<file path="config.mk">
export PLATFORM = sky130hd
export DESIGN_NAME = aral_ctrl
export DESIGN_NICKNAME = d
export VERILOG_FILES = /design/src/design/aral_pkg.sv /design/src/design/aral_ctrl.sv
export SDC_FILE = /design/constraint.sdc
export NUM_CORES = 1
export LEC_CHECK = 0
export ABC_AREA = 1
export ABC_CLOCK_PERIOD_IN_PS = 2600
export BUFFER_PORTS_ARGS = -buffer_cell sky130_fd_sc_hd__buf_2
export CAP_MARGIN = 15
export CORE_AREA = 3 3 40 42
export DETAILED_ROUTE_END_ITERATION = 12
export DIE_AREA = 0 0 43 45
export GPL_TIMING_DRIVEN = 0
export PLACE_DENSITY_LB_ADDON = 0.05
export SETUP_SLACK_MARGIN = 0.5
export SYNTH_ARGS = -nofsm -noshare
export SYNTH_HDL_FRONTEND = slang
export SYNTH_SLANG_ARGS = --single-unit
</file>
<file path="constraint.sdc">
create_clock -name clock -period 2.6 [get_ports clock]
set_clock_uncertainty 0.05 [all_clocks]
set_input_delay 0.13 -clock clock [delete_from_list [all_inputs] [get_ports clock]]
set_output_delay 0.13 -clock clock [all_outputs]
set_load 0.005 [all_outputs]
</file>
<file path="src/design/aral_pkg.sv">
`timescale 1ns / 1ps
// ----------------------------------------------------------------------------
// Address range allocator package
// Shared sizes, command and status codes, controller states and the
// control and status bundles between the controller and the datapath.
// ----------------------------------------------------------------------------
package aral_pkg;

   localparam int FREE_ENTRIES = 32;
   localparam int IDX_W        = $clog2(FREE_ENTRIES);
   localparam int CNT_W        = $clog2(FREE_ENTRIES + 2);
   localparam int MEM_AW       = IDX_W + 1;
   localparam int AW           = 48;
   localparam int PS_W         = 5;

   localparam logic [1:0] CMD_ANY     = 2'd0;
   localparam logic [1:0] CMD_EXACT   = 2'd1;
   localparam logic [1:0] CMD_RELEASE = 2'd2;
   localparam logic [1:0] CMD_NONE    = 2'd3;

   localparam logic [1:0] ST_OK        = 2'd0;
   localparam logic [1:0] ST_NO_FIT    = 2'd1;
   localparam logic [1:0] ST_FULL      = 2'd2;
   localparam logic [1:0] ST_UNUSABLE  = 2'd3;

   localparam logic [1:0] REG_BASE   = 2'd0;
   localparam logic [1:0] REG_LENGTH = 2'd1;
   localparam logic [1:0] REG_SHIFT  = 2'd2;

   localparam logic [PS_W-1:0] SHIFT_RESET = 5'd12;

   typedef enum logic [2:0] {
      S_IDLE,
      S_ROUND,
      S_BOUND,
      S_SEARCH,
      S_SPLIT,
      S_BUILD,
      S_FLUSH,
      S_DONE
   } aral_state_type;

   typedef struct packed {
      logic [AW-1:0] s;
      logic [AW-1:0] l;
   } aral_entry_type;

   typedef struct packed {
      logic load;
      logic round;
      logic bound;
      logic search;
      logic split;
      logic build;
      logic flush;
   } aral_ctl_type;

   typedef struct packed {
      logic finish;
      logic to_split;
      logic build_done;
   } aral_stat_type;

endpackage

</file>
<file path="src/design/aral_ctrl.sv">
`timescale 1ns / 1ps
// ----------------------------------------------------------------------------
// Address range allocator controller
// Sequences one request through rounding, search, split, rebuild and reply.
// ----------------------------------------------------------------------------
module aral_ctrl (
   input  logic                   clock,
   input  logic                   reset,
   input  logic                   start,
   input  aral_pkg::aral_stat_type stat,
   output aral_pkg::aral_ctl_type  ctl,
   output logic                   busy,
   output logic                   rsp_valid
);
   import aral_pkg::*;

   aral_state_type state_ff, state_in;

   always_ff @(posedge clock) begin
      if (reset) begin
         state_ff <= S_IDLE;
      end else begin
         state_ff <= state_in;
      end
   end

   always_comb begin
      state_in  = state_ff;
      ctl       = '0;
      busy      = 1'b1;
      rsp_valid = 1'b0;
      case (state_ff)
         S_IDLE: begin
            busy = 1'b0;
            if (start) begin
               ctl.load = 1'b1;
               state_in = S_ROUND;
            end
         end
         S_ROUND: begin
            ctl.round = 1'b1;
            state_in  = S_BOUND;
         end
         S_BOUND: begin
            ctl.bound = 1'b1;
            state_in  = S_SEARCH;
         end
         S_SEARCH: begin
            ctl.search = 1'b1;
            if (stat.finish) begin
               state_in = S_DONE;
            end else if (stat.to_split) begin
               state_in = S_SPLIT;
            end
         end
         S_SPLIT: begin
            ctl.split = 1'b1;
            state_in  = S_BUILD;
         end
         S_BUILD: begin
            ctl.build = 1'b1;
            if (stat.build_done) begin
               state_in = S_FLUSH;
            end
         end
         S_FLUSH: begin
            ctl.flush = 1'b1;
            state_in  = S_DONE;
         end
         S_DONE: begin
            rsp_valid = 1'b1;
            state_in  = S_IDLE;
         end
         default: begin
            state_in = S_IDLE;
         end
      endcase
   end

`ifndef SYNTHESIS
   a_accept_busy: assert property (@(posedge clock) disable iff (reset)
      start && !busy |=> busy)
      else $error("request accepted but controller did not go busy");
   a_single_strobe: assert property (@(posedge clock) disable iff (reset)
      rsp_valid |=> !rsp_valid && !busy)
      else $error("response strobe longer than one cycle");
   a_build_holds: assert property (@(posedge clock) disable iff (reset)
      ctl.build && !stat.build_done |=> ctl.build)
      else $error("rebuild left before it was complete");
`endif

endmodule

</file>
# Word level (Yosys, flattened, before mapping)
# Cells that the tools add are included.
# Widths: inputs -> output; s select.
# classes
eq_ne	10
muxes	15
n_reduce_logical	2
# ops
operator	count
$pmux 3 s8	1
$eq 3x3->1 const B	4
$mux 3	4
$mux 1	10
$eq 3x2->1 const B	2
$ne 2x2->1 const B	2
$eq 3x1->1 const B	1
$logic_not 3->1	1
$ne 3x3->1 const B	1
$reduce_and 3->1	1
# totals
elab_cells	28
reg_bits	3
output_inout_bits	9

# Longest topological paths before layout
# Gate-level depths: netlist of the first run.
# logic_depth
word_depth	3
depth_mapped	9
mapped_depth_nobuf	9

# Worst setup path after synthesis of the first run
# Ideal clock, no wire load.
# synth_timing
path_kind	reg2reg
from	register state_ff[0]
to	register state_ff[2]
path_buffers	0
stages_incl_launch_ff	10
t_arrival_ns	0.948
slack_ns	1.493
setup_ns	0.109
period_less_slack_ns	1.107
path_cell_list	dfxtp_1 -> nand2_2 -> nor2_2 -> nand2_1 -> nand2_1 -> nor2_2 -> nand2_1 -> nand2_1 -> nand2_1 -> inv_1
# synth_via
elab_chain_len	3
word_cells_on_any_way	13
classes_between	eq/ne: 10; mux: 1; reduce/logical: 2
# synth_lines
item	line_no	source
start, declared	aral_ctrl.sv:17	aral_state_type state_ff, state_in;
start signal, assigned	aral_ctrl.sv:23	state_ff <= state_in;
$eq 3x2->1 (tied with other cells)	aral_ctrl.sv:32	case (state_ff)
$ne 3x3->1 (no source line) or $ne 2x2->1 (tied branches)	-	
$reduce_and 3->1 (no source line)	-	
# Several ways; a longest one is shown, not always the timed one.
# A chain may end at the register's enable or synchronous reset.

==> results of run 1 <==
==> layout by cell type (no fill, tap or decap) <==
master / n
buf_2: 14
a21oi_1: 1
nor2_1: 9
nand2_2: 1
nand4_1: 1
clkbuf_4: 3
dfxtp_1: 3
nand2_1: 11
inv_1: 12
inv_2: 1
nand3_1: 4
nor2_2: 2
o21ai_0: 1
nor3_1: 1
nand3_2: 1
clkbuf_1: 1
==> power by group <==
| part | internal, W | switching [W] | total, W |
|---|---|---|---|
| Clock | 0.0000574 | 0.0000218 | 0.0000792 |
| Sequential | 0.0000514 | 0.00000755 | 0.0000590 |
| Combinational | 0.0000248 | 0.0000327 | 0.0000575 |
| Total | 0.000134 | 0.0000620 | 0.000196 |
==> worst register-to-register path, cell delays in order, from the launching register on <==
cell     delay, ns
dfxtp_1       0.45
inv_2         0.12
nand3_2       0.10
nor2_1        0.07
nor2_2        0.16
nand2_1       0.06
nand2_1       0.06
nor2_1        0.04
==> final timing paths <==
| path | startpoint | to | cells past startpoint |
|---|---|---|---|
| setup / recovery | state_ff[2] | ctl[2] | 3 |
| hold / removal | reset | state_ff[1] | 2 |
| setup reg to reg | state_ff[2] | state_ff[0] | 7 |
| hold reg to reg | state_ff[0] | state_ff[1] | 4 |
==> metrics by stage <==
step / instances / hold WS (ns) / total power [W] / worst slack (ns)
global placement: 77 / 0.261 / 0.000120 / 1.34
global route: 81 / 0.00533 / 0.000221 / 1.16
finish: 81 / 0.0185 / 0.000196 / 1.32
detailed placement: 77 / 0.255 / 0.000118 / 1.37
floorplan: 48 / 0.149 / 0.0000953 / 1.49
CTS: 81 / 0.00920 / 0.000202 / 1.30
==> kinds of logic (layout without fill, tap and decap cells) <==
| family | Yosys count | after routing | share of synthesized area [%] |
|---|---|---|---|
| AND/OR/NAND/NOR | 30 | 30 | 53.2 |
| buffers and inverters | 13 | 31 | 19.2 |
| flip-flops | 3 | 3 | 23.6 |
| AO/OA/AOI/OAI | 2 | 2 | 3.94 |
==> per-layer routing <==
layer	GRT usage [%]	routed length, um	vias to the layer above
li1	-	-	180
met1	11.1	324	121
met2	13.5	302	12
met3	2.39	53	0
met4	7.23	0	0
met5	0	0	-
==> final cells by class <==
type / instances / area (sq um)
fillers: 155 / 916
multi-input cells: 32 / 145
repair buffers: 14 / 70.1
flip-flops and latches: 3 / 60.1
inverters: 13 / 48.8
clock buffers: 4 / 26.3
well taps: 15 / 18.8
==> results.sh, run 1 <==
export IMPL_place_area_sq_um=343
export IMPL_largest_register="state_ff"
export IMPL_worstSkewPairLatency_ns=0.23
export IMPL_cp_arrival_ns=1.10
export IMPL_numCtsBuffers=3
export IMPL_clkTransAtPathRegs_ns=0.04
export IMPL_yosys_warnings=0
export IMPL_cp_top_family="flip-flops"
export IMPL_fin_setup_tns_ns=0
export IMPL_worstMarginPinSlew_ns=0.252
export IMPL_drtPass1Iterations=2
export IMPL_yosysTopAreaCell="dfxtp_1"
export IMPL_setup_viol=0
export IMPL_run_status="completed"
export IMPL_wl_um=680
export IMPL_crit_slowest_cell="dfxtp_1"
export IMPL_synth_edff_count=0
export IMPL_crit_chain="inv_2 > nor3_1 > buf_2"
export IMPL_netlist_area_leader_share_pct=23.6
export IMPL_grt_pass1_wl_um=1260
export IMPL_vias=313
export IMPL_syn_inst=48
export IMPL_drt_iter0_drc=4
export IMPL_diodes=0
export IMPL_hpwl_um=572
export IMPL_synthDistinctLibCells=13
export IMPL_synth_ff_type="dfxtp_1"
export IMPL_cp_end_kind="output port"
export IMPL_fp_row_count=13
export IMPL_finalHoldViolCount=0
export IMPL_worstHoldPathType="in -> reg"
export IMPL_crit_required_ns=2.42
export IMPL_cp_max_fo=7
export IMPL_irDropWorstVdd_mv=0.165
export IMPL_max_clock_freq_mhz=783
export IMPL_synthArstFlopShare_pct=0
export IMPL_avgSynthCellArea_sq_um=5.29
export IMPL_drc=0
export IMPL_core_sq_um=1280
export IMPL_antenna_found_initial=0
export IMPL_grt_overflow=0
export IMPL_finalCritPeriodShare_pct=49.1
export IMPL_rsz0062_at_grt="no"
export IMPL_syn_area_sq_um=254
export IMPL_cts_tree="yes"
export IMPL_die_y_um=45
export IMPL_grt_pass1_vias=304
export IMPL_die_w_um=43
export IMPL_start_kind="flop"
export IMPL_grtUsageTotal_pct=9.07
export IMPL_final_layout_size_suffix_gt1_share_pct=33.3
export IMPL_postCtsSetupBuffers=0
export IMPL_num_io_pins=15
export IMPL_cts_root_buf="clkbuf_4"
export IMPL_slew_viol_final=0
export IMPL_grt_max_degree=8
export IMPL_die_area_sq_um=1940
export IMPL_reg2reg_slack_ns=1.38
export IMPL_avgRoutedWirePerCell_um=8.40
export IMPL_slowest_delay_ns=0.45
export IMPL_maxSlewHeadroom_pct=83.2
export IMPL_synth_seq_cells=3
export IMPL_cts_path_max_buffers=2
export IMPL_criticalPathCategory="reg -> out"
export IMPL_hold_buffers=0
export IMPL_cts_resized=0
export IMPL_synthTopCellsByArea="dfxtp_1 (24%), inv_1 (18%), nand2_1 (16%)"
export IMPL_htree_levels=1
export IMPL_globalplace_congestion=0.661
export IMPL_cts_sinks=3
export IMPL_largest_reg_flops=3
export IMPL_power_leakage_nw=0.262
export IMPL_start_util_pct=19.8
export IMPL_finalInstanceArea_sq_um=369
export IMPL_ys_seq_area_share_pct=23.6
export IMPL_portBuffers=14
export IMPL_synth_common_cells="inv_1 (12), nand2_1 (11), nor2_1 (9)"
export IMPL_via_per_inst=3.86
export IMPL_antenna_left=0
export IMPL_area_growth_syn_to_layout_pct=45.3
export IMPL_critPathBufInv=2
export IMPL_min_period_ns=1.28
export IMPL_p_per_area_nw_per_um2=530
export IMPL_maxCapViolations=0
export IMPL_yosysMostFrequentCell="inv_1"
export IMPL_top_regs="state_ff x3"
export IMPL_nets=73
export IMPL_fin_util_pct=28.7
export IMPL_syn_nets=54
No activity file was read; power rests on OpenSTA's default activity.
==> run 2: changes to the inputs <==
--- a/config.mk
+++ b/config.mk
@@ -6,7 +6,7 @@
 export NUM_CORES = 1
 export LEC_CHECK = 0
 export ABC_AREA = 1
-export ABC_CLOCK_PERIOD_IN_PS = 2600
+export ABC_CLOCK_PERIOD_IN_PS = 1200
 export BUFFER_PORTS_ARGS = -buffer_cell sky130_fd_sc_hd__buf_2
 export CAP_MARGIN = 15
 export CORE_AREA = 3 3 40 42
==> constraint.sdc (replaced) <==
create_clock -name clock -period 1.2 [get_ports clock]
set_clock_uncertainty 0.05 [all_clocks]
set_input_delay 0.06 -clock clock [delete_from_list [all_inputs] [get_ports clock]]
set_output_delay 0.06 -clock clock [all_outputs]
set_load 0.005 [all_outputs]
==> run 2 against run 1 <==
Net effect:
- the flow now finishes with violations (negative hold slack)
- utilization rose by 6.6 points
- final cell count rose by 3.7%
- critical endpoint is now ctl[6]
- design area rose by 23%
- critical path type unchanged
- sequential share of layout area fell by 0.57 points
==> results.sh, run 2 (synthesized netlist as in run 1, its figures left out) <==
export IMPL_cp_end_kind="output port"
export IMPL_p_sw_share_pct=34.2
export IMPL_slowest_delay_ns=0.36
export IMPL_fin_hold_ws_ns=-0.0530
export IMPL_worstHoldPathType="in -> reg"
export IMPL_clkTransAtPathRegs_ns=0.03
export IMPL_numCtsBuffers=3
export IMPL_grt_overflow=0
export IMPL_mostFrequentLayoutCells="buf_2 (14), inv_1 (10), nand2_1 (9)"
export IMPL_final_layout_size_suffix_gt1_share_pct=52.2
export IMPL_cts_tree="yes"
export IMPL_start_kind="flop"
export IMPL_antenna_found_initial=0
export IMPL_cp_max_fo=5
export IMPL_largest_reg_flops=3
export IMPL_largest_register="state_ff"
export IMPL_maxCapViolations=0
export IMPL_nets=76
export IMPL_avgRoutedWirePerCell_um=8.71
export IMPL_vias=353
export IMPL_crit_slowest_cell="dfxtp_4"
export IMPL_worstMarginPinSlew_ns=0.138
export IMPL_critPathBufInv=2
export IMPL_portBuffers=14
export IMPL_num_io_pins=15
export IMPL_irDropWorstVdd_mv=0.485
export IMPL_p_per_area_nw_per_um2=1040
export IMPL_fin_setup_tns_ns=0
export IMPL_pwr_share_comb_pct=33.8
export IMPL_setup_viol=0
export IMPL_finalCritPeriodShare_pct=89.9
export IMPL_maxSlewHeadroom_pct=90.7
export IMPL_power_leakage_nw=0.291
export IMPL_crit_chain="inv_2 > nand3_4 > nor2_1 > buf_2"
export IMPL_drt_iter0_drc=2
export IMPL_fin_ws_ns=0.121
export IMPL_die_y_um=45
export IMPL_via_per_inst=4.20
export IMPL_worstSkewPairLatency_ns=0.23
export IMPL_grtUsageTotal_pct=8.82
export IMPL_die_area_sq_um=1940
export IMPL_fp_row_count=13
export IMPL_crit_required_ns=1.09
export IMPL_failed_checks="negative hold slack"
export IMPL_cts_sinks=3
export IMPL_grt_pass1_wl_um=1230
export IMPL_max_clock_freq_mhz=927
export IMPL_globalplace_congestion=0.693
export IMPL_start_util_pct=19.8
export IMPL_cts_root_buf="clkbuf_4"
export IMPL_slew_viol_final=0
export IMPL_drc=0
export IMPL_fillers=155
export IMPL_min_period_ns=1.08
export IMPL_diodes=0
export IMPL_p_sw_w=0.000162
export IMPL_sequentialPowerShare_pct=29.5
export IMPL_area_growth_syn_to_layout_pct=78.8
export IMPL_drtPass1Iterations=2
export IMPL_wl_um=732
export IMPL_cp_arrival_ns=0.97
export IMPL_p_clk_share_pct=36.7
export IMPL_criticalPathCategory="reg -> out"
export IMPL_cts_path_max_buffers=2
export IMPL_grt_max_degree=7
export IMPL_internal_power_w=0.000312
export IMPL_rsz0062_at_grt="yes"
export IMPL_final_common_cell="buf_2"
export IMPL_top_regs="state_ff x3"
export IMPL_antenna_left=0
export IMPL_cp_top_family="flip-flops"
export IMPL_core_sq_um=1280
export IMPL_post_place_ws_ns=0.0877
export IMPL_die_w_um=43
export IMPL_htree_levels=1
export IMPL_hpwl_um=555
export IMPL_run_status="complete, but fails checks"
export IMPL_grt_pass1_vias=317
export IMPL_finalHoldViolCount=1
## run 2: metal layers
layer  vias to the layer above  share of wire, %  GRT usage (%)
li1                        187                 -              -
met1                       156                44           10.1
met2                         8                48           13.5
met3                         2               5.5           2.79
met4                         0               2.0           7.23
met5                         -                 0              0
## run 2: area by class of cell
cell class,count,area (sq um),share of cell area (%)
Inverter,13,56.3,12.4
Timing Repair Buffer,17,92.6,20.4
Sequential cell,3,71.3,15.7
Clock buffer,4,26.3,5.79
Tap cell,15,18.8,4.13
Multi-Input combinational cell,32,189,41.6
## run 2: path summary, 6_finish.rpt
path	slack [ns]	depth (start not counted)	startpoint	to
worst max-delay path	0.12	4	state_ff[1]	ctl[6]
worst min-delay path	-0.05	2	reset	state_ff[1]
worst max register to register	0.12	9	state_ff[0]	state_ff[2]
worst min register to register	0.63	4	state_ff[1]	state_ff[0]
## run 2: power groups by stage
stage,registers (W),clock network [W],logic (W)
CTS,0.000138,0.000186,0.000149
finish,0.000140,0.000174,0.000160
global route,0.000142,0.000200,0.000181
floorplan,0.000133,0,0.0000866
global placement,0.000139,0,0.000135
detailed placement,0.000138,0,0.000133
## run 2: timing repair
action | 4_1_cts | 5_1_grt
pin swaps | 4 | 5
setup buffers | 3 | 0
gates resized for setup | 4 | 6
endpoints found under the hold margin | 1 | 1
setup endpoints to repair | 12 | 12
## run 2: through the flow
step / cell area, sq um / std cells / total power [W] / hold slack [ns] / utilization, %
global placement: 369 / 77 / 0.000274 / 0.186 / 28.7
CTS: 433 / 84 / 0.000474 / -0.0654 / 33.7
finish: 454 / 84 / 0.000474 / -0.0530 / 35.3
detailed placement: 369 / 77 / 0.000271 / 0.184 / 28.7
floorplan: 280 / 48 / 0.000220 / 0.0717 / -
global route: 454 / 84 / 0.000523 / -0.0576 / 35.3
==> run 3: changes to the inputs <==
--- a/config.mk
+++ b/config.mk
@@ -14,7 +14,7 @@
 export DIE_AREA = 0 0 43 45
 export GPL_TIMING_DRIVEN = 0
 export PLACE_DENSITY_LB_ADDON = 0.05
-export SETUP_SLACK_MARGIN = 0.5
+export SETUP_SLACK_MARGIN = 0.05
 export SYNTH_ARGS = -nofsm -noshare
 export SYNTH_HDL_FRONTEND = slang
 export SYNTH_SLANG_ARGS = --single-unit
==> run 3 against run 2 <==
Net effect:
- the flow now finishes without violations
- routed wire length fell by 1.8%
- flip-flop and latch count unchanged
- final cell count unchanged
- non-clock buffer count did not move
- first-iteration DRC count up 100%
- global-route usage increased by 0.17 points
- highest routed layer is now met3
==> results.sh, run 3 (synthesized netlist as in run 1, its figures left out) <==
export IMPL_run_status="completed"
export IMPL_diodes=0
export IMPL_p_clk_share_pct=38.4
export IMPL_worstHoldPathType="in -> reg"
export IMPL_numCtsBuffers=3
export IMPL_r2r_start="state_ff[1]"
export IMPL_min_period_ns=1.09
export IMPL_fillers=157
export IMPL_maxCapViolations=0
export IMPL_wl_um=719
export IMPL_grt_pass1_vias=298
export IMPL_grtUsageTotal_pct=8.99
export IMPL_p_per_area_nw_per_um2=1030
export IMPL_largest_reg_flops=3
export IMPL_p_sw_w=0.000147
export IMPL_area_growth_syn_to_layout_pct=70.4
export IMPL_clkTransAtPathRegs_ns=0.04
export IMPL_pwr_share_comb_pct=30.9
export IMPL_cp_end_kind="flop"
export IMPL_largest_register="state_ff"
export IMPL_num_io_pins=15
export IMPL_cp_arrival_ns=1.16
export IMPL_die_w_um=43
export IMPL_critPathCapture="state_ff[0]"
export IMPL_internal_power_w=0.000300
export IMPL_final_common_cell="buf_2"
export IMPL_whs_path_depth=3
export IMPL_crit_start="state_ff[1]"
export IMPL_finalCritPeriodShare_pct=91.2
export IMPL_grt_overflow=0
export IMPL_hpwl_um=572
export IMPL_top_regs="state_ff x3"
export IMPL_htree_levels=1
export IMPL_power_w=0.000448
export IMPL_sequentialPowerShare_pct=30.7
export IMPL_drt_iter0_drc=4
export IMPL_rsz0062_at_grt="yes"
export IMPL_die_area_sq_um=1940
export IMPL_drc=0
export IMPL_p_sw_share_pct=32.9
export IMPL_register_area_sq_um=71.3
export IMPL_worstSkewPairLatency_ns=0.23
export IMPL_criticalPathCategory="reg -> reg"
export IMPL_slew_viol_final=0
export IMPL_power_leakage_nw=0.293
export IMPL_cts_sinks=3
export IMPL_vias=333
export IMPL_crit_required_ns=1.27
export IMPL_setup_viol=0
export IMPL_irDropWorstVdd_mv=0.381
export IMPL_cts_root_buf="clkbuf_4"
export IMPL_final_layout_size_suffix_gt1_share_pct=47.8
export IMPL_portBuffers=14
export IMPL_nets=76
export IMPL_reg2reg_slack_ns=0.11
export IMPL_max_clock_freq_mhz=914
export IMPL_via_per_inst=3.96
export IMPL_die_y_um=45
export IMPL_finalHoldViolCount=0
export IMPL_grt_pass1_wl_um=1250
export IMPL_antenna_left=0
export IMPL_fp_row_count=13
export IMPL_grt_max_degree=8
export IMPL_worstMarginPinSlew_ns=0.137
export IMPL_avgRoutedWirePerCell_um=8.56
export IMPL_cp_max_fo=5
export IMPL_core_sq_um=1280
export IMPL_fin_util_pct=33.7
export IMPL_start_util_pct=19.8
export IMPL_mostFrequentLayoutCells="buf_2 (14), inv_1 (10), nand2_1 (9)"
export IMPL_antenna_found_initial=0
export IMPL_cts_path_max_buffers=2
export IMPL_globalplace_congestion=0.661
export IMPL_drtPass1Iterations=3
export IMPL_start_kind="flop"
export IMPL_worstReg2RegEnd="state_ff[0]"
export IMPL_maxSlewHeadroom_pct=90.8
export IMPL_multi_input_area_sq_um=168
export IMPL_cts_tree="yes"
export IMPL_r2r_cells=8
[run 3: cell type report]
cell class                 count  share of cell area, %
timing repair buffer          17                   22.0
inverter                      13                   12.4
tap                           15                   4.34
multi-input combinational     32                   38.7
sequential                     3                   16.5
clock buffer                   4                   6.07
[run 3: power by group through the flow]
| stage | Combinational [W] | Clock [W] | Sequential, W |
|---|---|---|---|
| 4_1_cts | 0.000132 | 0.000183 | 0.000131 |
| 5_1_grt | 0.000155 | 0.000206 | 0.000141 |
| 6_report | 0.000138 | 0.000172 | 0.000137 |
| 2_1_floorplan | 0.0000804 | 0 | 0.000126 |
| 3_5_place_dp | 0.000127 | 0 | 0.000130 |
| 3_3_place_gp | 0.000129 | 0 | 0.000131 |
[run 3: timing repair]
action | 4_1_cts | 5_1_grt
setup endpoints to repair | 9 | 9
pin swaps | 0 | 3
hold endpoints to repair | 1 | 0
hold buffers | 1 | 0
gates resized for setup | 4 | 12
buffers inserted | 0 | 2
[run 3: critical path, stage by stage, from the launching register on]
cell and delay (ns):
dfxtp_4 0.36, nand2_4 0.10, nor2_4 0.04, nand2_2 0.07
nand2_2 0.05, nor2_2 0.15, nand2_1 0.07, nand2_1 0.06
nor2_1 0.04
[run 3: worst min-delay path by stage]
stage / start / end / slack (ns)
floorplan: reset / state_ff[1] / 0.08
global placement: reset / state_ff[1] / 0.19
detailed placement: reset / state_ff[1] / 0.19
CTS: start / state_ff[0] / 0.04
global route: start / state_ff[0] / 0.04
finish: start / state_ff[0] / 0.04
[run 3: layer usage]
| layer | routed length, um | GRT usage, % | vias up |
|---|---|---|---|
| li1 | - | - | 187 |
| met1 | 347 | 10.8 | 134 |
| met2 | 313 | 13.5 | 12 |
| met3 | 58 | 2.39 | 0 |
| met4 | 0 | 7.23 | 0 |
| met5 | 0 | 0 | - |
[run 3: per-stage QoR]
stage	cell area, sq um	TNS (ns)	setup WS, ns	hold slack, ns	std cells
after detailed placement	343	-0.0633	-0.0320	0.185	77
after global routing	433	0	0.0378	0.0434	84
after global placement	343	-0.135	-0.0622	0.191	77
after CTS	385	0	0.0656	0.0396	82
after floorplan	254	0	0.0929	0.0791	48
final	433	0	0.106	0.0402	84
